--- src/vgmcsp_pkg.sv ---
// ----------------------------------------------------------------------------
// vgmcsp_pkg
// Shared types and constants of the VGM command stream parser.
// ----------------------------------------------------------------------------
package vgmcsp_pkg;

  // Default width of the byte position counters.
  localparam int PositionBits = 32;

  // Header layout.
  localparam logic [31:0] HdrOffsetFirst = 32'h34;
  localparam logic [31:0] HdrOffsetLast  = 32'h37;
  localparam logic [31:0] DefaultStart   = 32'h40;
  localparam logic [31:0] MinStart       = 32'h38;

  // Command codes.
  localparam logic [7:0] CmdPortWrite = 8'hbc;
  localparam logic [7:0] CmdRamWrite  = 8'hc6;
  localparam logic [7:0] CmdEndData   = 8'h66;
  localparam logic [7:0] CmdDataBlock = 8'h67;
  localparam logic [7:0] CmdWait      = 8'h61;
  localparam logic [7:0] CmdChipLo    = 8'h51;
  localparam logic [7:0] CmdChipHi    = 8'h5f;
  localparam logic [7:0] CmdStereo    = 8'h4f;
  localparam logic [7:0] CmdPsg       = 8'h50;

  typedef enum logic [2:0] {
    EvPort      = 3'd0,
    EvRam       = 3'd1,
    EvEnd       = 3'd2,
    EvTruncPort = 3'd3,
    EvTruncRam  = 3'd4
  } kind_e;

  typedef struct packed {
    kind_e       kind;
    logic [31:0] position;
    logic [15:0] address;
    logic [7:0]  value;
  } ev_data_t;

  typedef struct packed {
    logic     valid;
    ev_data_t data;
  } evt_t;

endpackage

--- src/vgmcsp_core.sv ---
// ----------------------------------------------------------------------------
// vgmcsp_core
// Per-byte parser state: header offset capture, command length tracking and
// event generation. One byte is consumed in every accepted cycle.
// ----------------------------------------------------------------------------
module vgmcsp_core #(
  parameter int POSITION_BITS = vgmcsp_pkg::PositionBits
) (
  input  logic                clk_i,
  input  logic                rst_ni,
  input  logic                accept_i,
  input  logic [7:0]          data_i,
  input  logic                last_i,
  output vgmcsp_pkg::evt_t    evt_o
);

  typedef enum logic [2:0] {
    PhHeader,
    PhSeek,
    PhCommand,
    PhArgs,
    PhSkip,
    PhDone
  } phase_e;

  localparam logic [63:0] PosMaskWide = (64'd1 << POSITION_BITS) - 64'd1;
  localparam logic [31:0] PosMask     = PosMaskWide[31:0];

  phase_e                     phase_q, phase_d;
  logic [POSITION_BITS-1:0]   pos_q, pos_d;
  logic [31:0]                start_q, start_d;
  logic [7:0]                 cmd_q, cmd_d;
  logic [2:0]                 idx_q, idx_d;
  logic [31:0]                skip_q, skip_d;
  logic [15:0]                addr_q, addr_d;
  logic [POSITION_BITS-1:0]   cmd_pos_q, cmd_pos_d;

  logic                       do_start;
  logic [31:0]                hdr_value;
  logic [31:0]                hdr_sum;
  logic [31:0]                hdr_start;
  logic [1:0]                 size_lane;
  vgmcsp_pkg::evt_t           evt;

  always_comb begin
    phase_d   = phase_q;
    pos_d     = pos_q;
    start_d   = start_q;
    cmd_d     = cmd_q;
    idx_d     = idx_q;
    skip_d    = skip_q;
    addr_d    = addr_q;
    cmd_pos_d = cmd_pos_q;
    evt       = '0;
    do_start  = 1'b0;
    hdr_value = {data_i, start_q[23:0]};
    hdr_sum   = hdr_value + vgmcsp_pkg::HdrOffsetFirst;
    size_lane = 2'(idx_q - 3'd3);

    // A zero offset selects the default start; tiny offsets are clamped.
    if (hdr_value == '0) begin
      hdr_start = vgmcsp_pkg::DefaultStart;
    end else if (hdr_sum < vgmcsp_pkg::MinStart) begin
      hdr_start = vgmcsp_pkg::MinStart;
    end else begin
      hdr_start = hdr_sum;
    end

    if (accept_i) begin
      unique case (phase_q)
        PhHeader: begin
          if (pos_q >= POSITION_BITS'(vgmcsp_pkg::HdrOffsetFirst) &&
              pos_q <= POSITION_BITS'(vgmcsp_pkg::HdrOffsetLast)) begin
            if (pos_q == POSITION_BITS'(vgmcsp_pkg::HdrOffsetFirst)) begin
              start_d = {24'd0, data_i};
            end else begin
              start_d[{pos_q[1:0], 3'b000} +: 8] = data_i;
            end
            if (pos_q == POSITION_BITS'(vgmcsp_pkg::HdrOffsetLast)) begin
              start_d = hdr_start & PosMask;
              phase_d = PhSeek;
            end
          end
        end
        PhSeek: begin
          do_start = (pos_q == start_q[POSITION_BITS-1:0]);
        end
        PhCommand: begin
          do_start = 1'b1;
        end
        PhArgs: begin
          idx_d = idx_q + 3'd1;
          if (cmd_q == vgmcsp_pkg::CmdPortWrite) begin
            if (idx_q == 3'd1) begin
              addr_d = {8'd0, data_i};
            end else begin
              phase_d             = PhCommand;
              evt.valid           = 1'b1;
              evt.data.kind       = vgmcsp_pkg::EvPort;
              evt.data.position   = 32'(cmd_pos_q);
              evt.data.address    = addr_q;
              evt.data.value      = data_i;
            end
          end else if (cmd_q == vgmcsp_pkg::CmdRamWrite) begin
            if (idx_q == 3'd1) begin
              addr_d = {8'd0, data_i};
            end else if (idx_q == 3'd2) begin
              addr_d = {data_i, addr_q[7:0]};
            end else begin
              phase_d             = PhCommand;
              evt.valid           = 1'b1;
              evt.data.kind       = vgmcsp_pkg::EvRam;
              evt.data.position   = 32'(cmd_pos_q);
              evt.data.address    = addr_q;
              evt.data.value      = data_i;
            end
          end else begin
            // Data block: bytes three to six carry the block size, low first.
            if (idx_q >= 3'd3 && idx_q <= 3'd6) begin
              skip_d = skip_q | (32'(data_i) << {size_lane, 3'b000});
            end
            if (idx_q >= 3'd6) begin
              phase_d = (skip_d == '0) ? PhCommand : PhSkip;
            end
          end
        end
        PhSkip: begin
          skip_d = skip_q - 32'd1;
          if (skip_d == '0) begin
            phase_d = PhCommand;
          end
        end
        PhDone: begin
        end
        default: begin
        end
      endcase

      if (do_start) begin
        cmd_pos_d = pos_q;
        cmd_d     = data_i;
        idx_d     = 3'd1;
        unique case (data_i) inside
          vgmcsp_pkg::CmdEndData: begin
            phase_d           = PhDone;
            evt.valid         = 1'b1;
            evt.data.kind     = vgmcsp_pkg::EvEnd;
            evt.data.position = 32'(pos_q);
          end
          vgmcsp_pkg::CmdPortWrite, vgmcsp_pkg::CmdRamWrite,
          vgmcsp_pkg::CmdDataBlock: begin
            phase_d = PhArgs;
            skip_d  = '0;
            addr_d  = '0;
          end
          vgmcsp_pkg::CmdWait, [vgmcsp_pkg::CmdChipLo:vgmcsp_pkg::CmdChipHi]: begin
            phase_d = PhSkip;
            skip_d  = 32'd2;
          end
          vgmcsp_pkg::CmdStereo, vgmcsp_pkg::CmdPsg: begin
            phase_d = PhSkip;
            skip_d  = 32'd1;
          end
          default: begin
            phase_d = PhCommand;
          end
        endcase
      end

      pos_d = pos_q + POSITION_BITS'(1);

      if (last_i) begin
        // A port or RAM write still collecting arguments is cut off here.
        if (!evt.valid && phase_d == PhArgs) begin
          if (cmd_d == vgmcsp_pkg::CmdPortWrite) begin
            evt.valid         = 1'b1;
            evt.data.kind     = vgmcsp_pkg::EvTruncPort;
            evt.data.position = 32'(cmd_pos_d);
          end else if (cmd_d == vgmcsp_pkg::CmdRamWrite) begin
            evt.valid         = 1'b1;
            evt.data.kind     = vgmcsp_pkg::EvTruncRam;
            evt.data.position = 32'(cmd_pos_d);
          end
        end
        phase_d   = PhHeader;
        pos_d     = '0;
        start_d   = vgmcsp_pkg::DefaultStart;
        cmd_d     = '0;
        idx_d     = '0;
        skip_d    = '0;
        addr_d    = '0;
        cmd_pos_d = '0;
      end
    end
  end

  always_ff @(posedge clk_i or negedge rst_ni) begin
    if (!rst_ni) begin
      phase_q   <= PhHeader;
      pos_q     <= '0;
      start_q   <= vgmcsp_pkg::DefaultStart;
      cmd_q     <= '0;
      idx_q     <= '0;
      skip_q    <= '0;
      addr_q    <= '0;
      cmd_pos_q <= '0;
    end else begin
      phase_q   <= phase_d;
      pos_q     <= pos_d;
      start_q   <= start_d;
      cmd_q     <= cmd_d;
      idx_q     <= idx_d;
      skip_q    <= skip_d;
      addr_q    <= addr_d;
      cmd_pos_q <= cmd_pos_d;
    end
  end

  assign evt_o = evt;

`ifndef ASSERT_OFF
  a_last_clears_pos: assert property (@(posedge clk_i) disable iff (!rst_ni)
    accept_i && last_i |=> pos_q == '0 && phase_q == PhHeader)
    else $error("position not cleared after final byte");

  a_event_needs_byte: assert property (@(posedge clk_i) disable iff (!rst_ni)
    evt.valid |-> accept_i)
    else $error("event raised without an accepted byte");

  a_end_enters_done: assert property (@(posedge clk_i) disable iff (!rst_ni)
    accept_i && !last_i && evt.valid && evt.data.kind == vgmcsp_pkg::EvEnd
    |=> phase_q == PhDone)
    else $error("end of data did not stop parsing");

  a_skip_nonzero: assert property (@(posedge clk_i) disable iff (!rst_ni)
    phase_q == PhSkip |-> skip_q != '0)
    else $error("skip phase with empty count");
`endif

endmodule

--- src/vgmcsp_skid.sv ---
// ----------------------------------------------------------------------------
// vgmcsp_skid
// Two-entry output buffer for parser events. The parser keeps running while
// one event waits downstream; it stalls only when both entries are full.
// ----------------------------------------------------------------------------
module vgmcsp_skid (
  input  logic                 clk_i,
  input  logic                 rst_ni,
  input  logic                 push_i,
  input  vgmcsp_pkg::ev_data_t push_data_i,
  output logic                 in_ready_o,
  output logic                 out_valid_o,
  output vgmcsp_pkg::ev_data_t out_data_o,
  input  logic                 out_ready_i
);

  logic                 main_valid_q, main_valid_d;
  logic                 skid_valid_q, skid_valid_d;
  vgmcsp_pkg::ev_data_t main_q, main_d;
  vgmcsp_pkg::ev_data_t skid_q, skid_d;
  logic                 pop;

  assign pop = main_valid_q && out_ready_i;

  always_comb begin
    main_valid_d = main_valid_q;
    skid_valid_d = skid_valid_q;
    main_d       = main_q;
    skid_d       = skid_q;
    if (skid_valid_q) begin
      if (pop) begin
        main_d       = skid_q;
        skid_valid_d = 1'b0;
      end
    end else if (push_i) begin
      if (!main_valid_q || pop) begin
        main_d       = push_data_i;
        main_valid_d = 1'b1;
      end else begin
        skid_d       = push_data_i;
        skid_valid_d = 1'b1;
      end
    end else if (pop) begin
      main_valid_d = 1'b0;
    end
  end

  always_ff @(posedge clk_i or negedge rst_ni) begin
    if (!rst_ni) begin
      main_valid_q <= 1'b0;
      skid_valid_q <= 1'b0;
    end else begin
      main_valid_q <= main_valid_d;
      skid_valid_q <= skid_valid_d;
    end
  end

  always_ff @(posedge clk_i) begin
    main_q <= main_d;
    skid_q <= skid_d;
  end

  assign in_ready_o  = !skid_valid_q;
  assign out_valid_o = main_valid_q;
  assign out_data_o  = main_q;

`ifndef ASSERT_OFF
  a_skid_behind_main: assert property (@(posedge clk_i) disable iff (!rst_ni)
    skid_valid_q |-> main_valid_q)
    else $error("overflow entry filled while head is empty");

  a_fill_skid: assert property (@(posedge clk_i) disable iff (!rst_ni)
    main_valid_q && !pop && !skid_valid_q && push_i |=> skid_valid_q)
    else $error("stalled event was not parked");

  a_skid_moves_up: assert property (@(posedge clk_i) disable iff (!rst_ni)
    skid_valid_q && pop |=> main_valid_q && !skid_valid_q)
    else $error("overflow entry did not move to head");
`endif

endmodule

--- src/vgm_command_stream_parser.sv ---
// ----------------------------------------------------------------------------
// vgm_command_stream_parser
// Walks a VGM file byte by byte and reports port writes, RAM writes, end of
// data and writes cut short by the end of the file.
// ----------------------------------------------------------------------------
// The parser takes one file byte per clock on the slave stream, with tlast on
// the final byte, and reports at most one event per byte on the master stream
// from a register of the output buffer. The event kind travels in tuser.
// A two-entry output buffer lets bytes keep flowing while an event waits, so
// the input only stalls when two events are pending downstream. The final
// byte of a file returns the parser to its header state, ready for the next.
// ----------------------------------------------------------------------------
module vgm_command_stream_parser #(
  parameter int POSITION_BITS = vgmcsp_pkg::PositionBits
) (
  input  logic        clk_i,
  input  logic        rst_ni,
  input  logic        s_axis_tvalid,
  output logic        s_axis_tready,
  input  logic [7:0]  s_axis_tdata,   // [7:0] data_byte
  input  logic        s_axis_tlast,   // end_of_file
  output logic        m_axis_tvalid,
  input  logic        m_axis_tready,
  output logic [55:0] m_axis_tdata,   // [31:0] command_position,
                                      // [47:32] port_or_address,
                                      // [55:48] write_value
  output logic [2:0]  m_axis_tuser    // [2:0] event_kind
);

  logic                 accept;
  vgmcsp_pkg::evt_t     evt;
  vgmcsp_pkg::ev_data_t out_data;

  assign accept = s_axis_tvalid && s_axis_tready;

  vgmcsp_core #(
    .POSITION_BITS(POSITION_BITS)
  ) u_core (
    .clk_i   (clk_i),
    .rst_ni  (rst_ni),
    .accept_i(accept),
    .data_i  (s_axis_tdata),
    .last_i  (s_axis_tlast),
    .evt_o   (evt)
  );

  vgmcsp_skid u_skid (
    .clk_i      (clk_i),
    .rst_ni     (rst_ni),
    .push_i     (evt.valid),
    .push_data_i(evt.data),
    .in_ready_o (s_axis_tready),
    .out_valid_o(m_axis_tvalid),
    .out_data_o (out_data),
    .out_ready_i(m_axis_tready)
  );

  assign m_axis_tdata = {out_data.value, out_data.address, out_data.position};
  assign m_axis_tuser = out_data.kind;

endmodule
--- config.mk ---
export PLATFORM = sky130hd
export DESIGN_NAME = vgm_command_stream_parser
export DESIGN_NICKNAME = d
export VERILOG_FILES = /design/src/vgmcsp_pkg.sv /design/src/vgmcsp_core.sv /design/src/vgmcsp_skid.sv /design/src/vgm_command_stream_parser.sv
export SDC_FILE = /design/constraint.sdc
export NUM_CORES = 1
export LEC_CHECK = 0
export BUFFER_PORTS_ARGS = -buffer_cell sky130_fd_sc_hd__clkbuf_2
export CAP_MARGIN = 10
export CORE_UTILIZATION = 35
export DETAILED_ROUTE_END_ITERATION = 10
export GPL_TIMING_DRIVEN = 0
export SLEW_MARGIN = 20
export SYNTH_ARGS = -nofsm -noshare
export SYNTH_HDL_FRONTEND = slang
export SYNTH_SLANG_ARGS = --single-unit
--- constraint.sdc ---
create_clock -name clk_i -period 14.2 [get_ports clk_i]
set_input_delay 2.84 -clock clk_i [delete_from_list [all_inputs] [get_ports clk_i]]
set_output_delay 2.84 -clock clk_i [all_outputs]
set_load 0.01 [all_outputs]
**After elaboration in Yosys (flattened, before gate mapping)**

Index checks and enable logic that the tools add are counted.

- Bits in registers: 278
- Input port bits: 13
- Output and inout port bits: 61
- Word-level logic and storage cells: 169

- Add/subtract/negate cells: 6
- $lt $le $gt $ge: 8
- Equal/unequal tests: 23
- Shift operators: 3
- Multiplexer cells: 79
- Bitwise operators: 3
- Reductions and logical operators: 29

Operators with widths:

| operator | count |
|---|---|
| $mux W32 | 19 |
| $mux W60 | 7 |
| $mux W36 | 7 |
| $mux W59 | 4 |
| $mux W16 | 9 |
| $logic_not A32 Y1 | 3 |
| $pmux W32 S3 | 1 |
| $eq A32 B6 Y1 const B | 2 |
| $pmux W32 S2 | 1 |
| $eq A8 B8 Y1 const B | 6 |
| $mux W3 | 16 |
| $eq A8 B7 Y1 const B | 5 |
| $add A32 B1 Y32 const B | 1 |
| $add A32 B6 Y32 const B | 1 |
| $bwmux W32 | 1 |
| $eq A32 B32 Y1 | 1 |
| $ge A32 B6 Y1 const B | 1 |
| $le A32 B6 Y1 const B | 1 |
| $lt A32 B6 Y1 const B | 1 |
| $or A32 B32 Y32 | 1 |
| $shift A8 B7 Y32 const A | 1 |
| $shiftx A8 B7 Y32 | 1 |
| $shl A8 B5 Y32 | 1 |
| $sub A32 B1 Y32 const B | 1 |
| 29 further kinds | 59 |

**Longest topological paths before layout**

- Depth in word-level cells: 24
- Mapped depth: 13
- Gate-level depth less buffers: 11

**Cells and area by module**

A second synthesis with hierarchy kept.

- Cells, all modules: 1513
- Area total of the unflattened synthesis: 15567.4 µm²

By module, submodules not included:

| module | instances | cells an instance | area an instance (µm²) |
|---|---|---|---|
| vgmcsp_core | 1 | 1317 | 11003.1 |
| vgmcsp_skid | 1 | 195 | 4558.1 |
| vgm_command_stream_parser | 1 | 1 | 6.3 |

**Least setup slack after synthesis**

OpenSTA, ideal clock, no wires.

- Path kind: input-to-reg
- Start: input port s_axis_tdata[2]
- End: register u_skid.skid_q[0] in the netlist's numbering, enable pin
- Arrival: 10.697 ns
- Setup slack: 2.861 ns
- Cell stages on the path: 9
- Path through: clkbuf_1 > inv_1 > nor3_1 > a21boi_0 > or2_2 > a41oi_2 > a311oi_4 > a211oi_1 > nor4b_1

- Longest elaborated chain between the ends: 21
- Elaborated cells on any way between the ends: 44

Ends and longest elaborated chain:

| item | RTL line | text |
|---|---|---|
| start, declared | vgm_command_stream_parser.sv:20 | `input logic [7:0] s_axis_tdata,` |
| $shl A8 B5 Y32 | vgmcsp_core.sv:120 | `skip_d = skip_q \| (32'(data_i) << {size_lane, 3'b000});` |
| $or A32 B32 Y32 | vgmcsp_core.sv:120 |  |
| $mux W32 | vgmcsp_core.sv:119 | `if (idx_q >= 3'd3 && idx_q <= 3'd6) begin` |
| $mux W32 | vgmcsp_core.sv:104 | `end else if (cmd_q == vgmcsp_pkg::CmdRamWrite) begin` |
| $mux W32 | vgmcsp_core.sv:93 | `if (cmd_q == vgmcsp_pkg::CmdPortWrite) begin` |
| $mux W32 | vgmcsp_core.sv:70 | `unique case (phase_q)` |
| $mux W32 | vgmcsp_core.sv:69 | `if (accept_i) begin` |
| $logic_not A32 Y1 | vgmcsp_core.sv:123 | `phase_d = (skip_d == '0) ? PhCommand : PhSkip;` |
| [5 not listed] | -- |  |
| $mux W3 | vgmcsp_core.sv:139 | `if (do_start) begin` |
| $mux W3 | vgmcsp_core.sv:69 |  |
| $eq A3 B2 Y1 | vgmcsp_core.sv:174 | `if (!evt.valid && phase_d == PhArgs) begin` |
| $logic_and A1 B1 Y1 | vgmcsp_core.sv:174 |  |
| $mux W36 | vgmcsp_core.sv:174 |  |
| $mux W36 (*) | vgmcsp_core.sv:172 | `if (last_i) begin` |
| $mux W60 (*) | vgmcsp_core.sv:69 |  |
| $reduce_and A3 Y1 (no line) (*) | -- |  |
| end signal, assigned | vgmcsp_skid.sv:60 | `skid_q <= skid_d;` |
| end, declared | vgmcsp_skid.sv:20 | `vgmcsp_pkg::ev_data_t skid_q, skid_d;` |

Mark *: on every way between the ends. The rest lies on a longest branch, timed or not. The select of a mux whose other input is x is not followed.
A chain may end at the register's enable or synchronous reset.

**Final worst setup path**

- Start: input port s_axis_tdata[5]
- End: register u_skid.skid_q[50] in the netlist's numbering, enable pin

The elaborated chain is that of the path after synthesis.

==> metrics.txt <==
Placer Congestion=between 0.9 and 1; layout filler cell count=about 4,400; # clock sinks=278; Setup violations, final=0; CTS Buffer Depth=3; Worst path depth=14; Tcrit/Tclk final=0.482; layout cells sized above 1=0.105; GR Overflow Total=0; unrepaired setup endpoints after global routing=false; Area Growth Syn to Fin=14.4%; Post-Syn Instances=1,691; post-synth top area cell=dfrtp_1; CP startpoint kind=input port; end of the critical path=u_skid.skid_q[50]$_DFFE_PP_; Synth Area in Compound Gates=0.226; Final Slew Violations=0; r2r setup slk=8.62 ns; initial antenna violation count=1; post-route DRC violation count=0; # resized after CTS=0; cts bufs inserted=31; Seq/Total Area, Yosys=0.474; Synth Area per Inst=9.42 um^2; hpwl dp=36,800 um; peak fanout along the critical path=10; DRT Pass-1 Iters=5; Placement Rows=77; worst setup margin=7.36 ns; Post-CTS Setup Bufs=0; Final Hold Fails=0; simple-gate area share of the yosys netlist=0.176; reg2reg end=u_skid.skid_q[50]$_DFFE_PP_; EDFF count, synth=about 120; Core Region=44,500 um^2; adder-cell area share of the yosys netlist=0.00943; Port-buffer cells=70; fmax=146 MHz; num ports=74; Crit path required time=14.46 ns; CTS tree=built; mux cell area share after synthesis=0.0196; Peak VDD IR=between 0.07 and 0.08 mV; cts hold-fix bufs=0; Tmin final=6.84 ns; pre-CTS worst setup slack=6.96 ns; top post-synthesis cells by area=dfrtp_1 (25%), edfxtp_1 (22%), nand2_1 (4.4%); peak per-stage delay on the critical path=between 0.7 and 0.8 ns; Setup Skew=0.0360 ns; Setup crit start=s_axis_tdata[5]; largest family of logic cells by synthesized area=compound AO/OA/AOI/OAI gates; FFs w/ async S/R, synth=0.576; CP Cell Sequence=clkbuf_2 > clkbuf_1 > inv_1 > nand4_1 > a21boi_0 > or2_2 > a41oi_2 > a311oi_4 > a211oi_1 > nor4b_2 > buf_2 > buf_2 > buf_2 > buf_2; worst r2r src=u_core.start_q[23]$_DFFE_PN0P_; drt total wl=51,000 um; number of global-route vias before repair=approximately 13,000; die area=46,300 um^2; Worst Path Buf+Inv=7; Slowest cell on crit path=nor4b_2; post-synthesis cell type count=94; die extent in x=~220 um; XOR/XNOR Fraction of Synth Area=0.0429; power per cell area=between 100 and 150 nW/um^2; Least-Margin Pin Slew=1.17 ns; hold crit path type=reg -> reg; CP arrival=between 7 and 8 ns; Setup CP Type=in -> reg; Seq cells post-synth=278; MaxCap Viol Count=0; Net Count, Synth=1,716; outcome=complete, no violations; worst r2r path cells=14; Iteration-0 DRC Markers=approximately 1,500; Top delay family on crit path=buffers and inverters; total track usage=0.215; Final TNS setup=0 ns; Synth warnings=0; Post-synth top flop=dfrtp_1; via count=14,155; initial core utilization=0.358; Synth top area share=0.250; CP endpoint kind=register; root buffer cell=clkbuf_16; slew margin rel.=0.212; Antenna Violating Nets Remaining=0; Pleak=7.00 nW; first-pass GRT wire length=78,800 um; largest net degree at the start of global routing=72; worst-skew pair later-pin latency=0.59 ns; Post-Syn Area=between 15,000 and 20,000 um^2; H-tree Lvls=1; cell repeated most along the worst path=buf_2; mean number of vias per cell=5.84; die height=215 um; Routed wire per std cell=21.0 um; clock slew at reported path FFs=roughly 0.06 ns; final-stage net count=between 1,500 and 2,000
-- cell usage in the layout (no fill, tap or decap), drive strengths merged, types with 6 or more instances in the layout --
master	count
a211oi	12
a21o	32
a21oi	84
a22o	19
a22oi	93
a31oi	14
and2	7
and3	29
and4	7
buf	40
clkbuf	249
clkinv	9
dfrtp	159
edfxtp	118
ha	12
inv	33
mux2i	29
nand2	188
nand2b	6
nand3	34
nand4	31
nor2	122
nor3	51
nor4	25
o21ai	135
o221ai	32
o22a	10
o22ai	38
o31ai	13
or2	8
or3	21
or4	10
xnor2	52
xor2	26
-- per-layer routing --
metal | GRT usage | share of wire
met5 | 0 | 0
met4 | 0.0835 | 0.034
met3 | 0.0396 | 0.079
met2 | 0.330 | 0.44
met1 | 0.300 | 0.45
-- synth_stat cells (30+ instances only) --
library cell	number
inv_1	32
o21ai_0	130
a21oi_1	83
nor3_1	48
edfxtp_1	118
a21o_1	32
o22ai_1	38
nand4_1	30
clkbuf_1	133
o221ai_1	32
xnor2_1	52
a22oi_1	92
nor2_1	121
nand2_1	185
nand3_1	33
dfrtp_1	159
-- metrics by stage --
step	power, mW	util	hold slack (ns)	instances	instance area, um^2
after floorplan	0.968	-	0.442	1691	15900
after global placement	1.03	0.382	0.457	2353	17000
after detailed placement	1.03	0.386	0.463	2366	17200
after CTS	1.84	0.409	0.476	2423	18200
after global routing	1.89	0.409	0.494	2424	18200
final	1.83	0.409	0.473	2424	18200
-- flip-flops by register name, indices dropped and copies added, names as in the netlist --
register	count
u_core.pos_q	32
u_core.idx_q	3
u_core.skip_q	32
u_skid.skid_q	59
u_skid.out_data_o	59
u_core.phase_q	3
u_skid.out_valid_o	1
u_core.cmd_q	8
u_core.cmd_pos_q	32
u_skid.skid_valid_q	1
u_core.addr_q	16
u_core.start_q	32
-- worst min path at each step --
stage                                               end                          start  cells past startpoint
after floorplan           u_core.addr_q[10]$_DFFE_PN0P_  u_core.addr_q[10]$_DFFE_PN0P_                      2
after global placement    u_core.addr_q[14]$_DFFE_PN0P_  u_core.addr_q[14]$_DFFE_PN0P_                      2
after detailed placement  u_core.addr_q[13]$_DFFE_PN0P_  u_core.addr_q[13]$_DFFE_PN0P_                      2
after CTS                 u_core.addr_q[13]$_DFFE_PN0P_  u_core.addr_q[13]$_DFFE_PN0P_                      2
after global routing      u_core.addr_q[13]$_DFFE_PN0P_  u_core.addr_q[13]$_DFFE_PN0P_                      2
final                     u_core.addr_q[13]$_DFFE_PN0P_  u_core.addr_q[13]$_DFFE_PN0P_                      2
-- tightest hold or removal path: cells and delay by family (launching register included) --
family,cells,cell delay [ns]
compound gates,1,0.06
flops,1,0.33
simple gates,1,0.04
-- cells by family (layout without fill, tap and decap cells) --
family	after synthesis	after routing
and+or+nand+nor	563	563
AOI/OAI and AO/OA	533	533
DFF	278	278
buffers and inverters	196	336
xor gates and xnor gates	78	78
muxes	31	31
adders and majority gates	12	12
other	0	1
-- where the power goes --
part | switching [mW] | internal (mW) | leakage (nW)
sequential | 0.0124 | 0.846 | 3.18
clock | 0.340 | 0.468 | 0.487
combinational | 0.116 | 0.0471 | 3.34
total | 0.469 | 1.36 | 7.00
-- layout make-up --
type | count | area [um^2] | share of cell area
multi-input combinational | 1217 | 7590 | 0.416
antenna | 1 | 2.50 | 0.000137
timing repair buffer | 83 | 517 | 0.0284
sequential | 278 | 7550 | 0.414
clock inverter | 14 | 164 | 0.00899
tap | 592 | 741 | 0.0406
buffer | 164 | 703 | 0.0386
inverter | 32 | 120 | 0.00659
clock buffer | 43 | 841 | 0.0461
No activity file was read; power rests on OpenSTA's default activity.
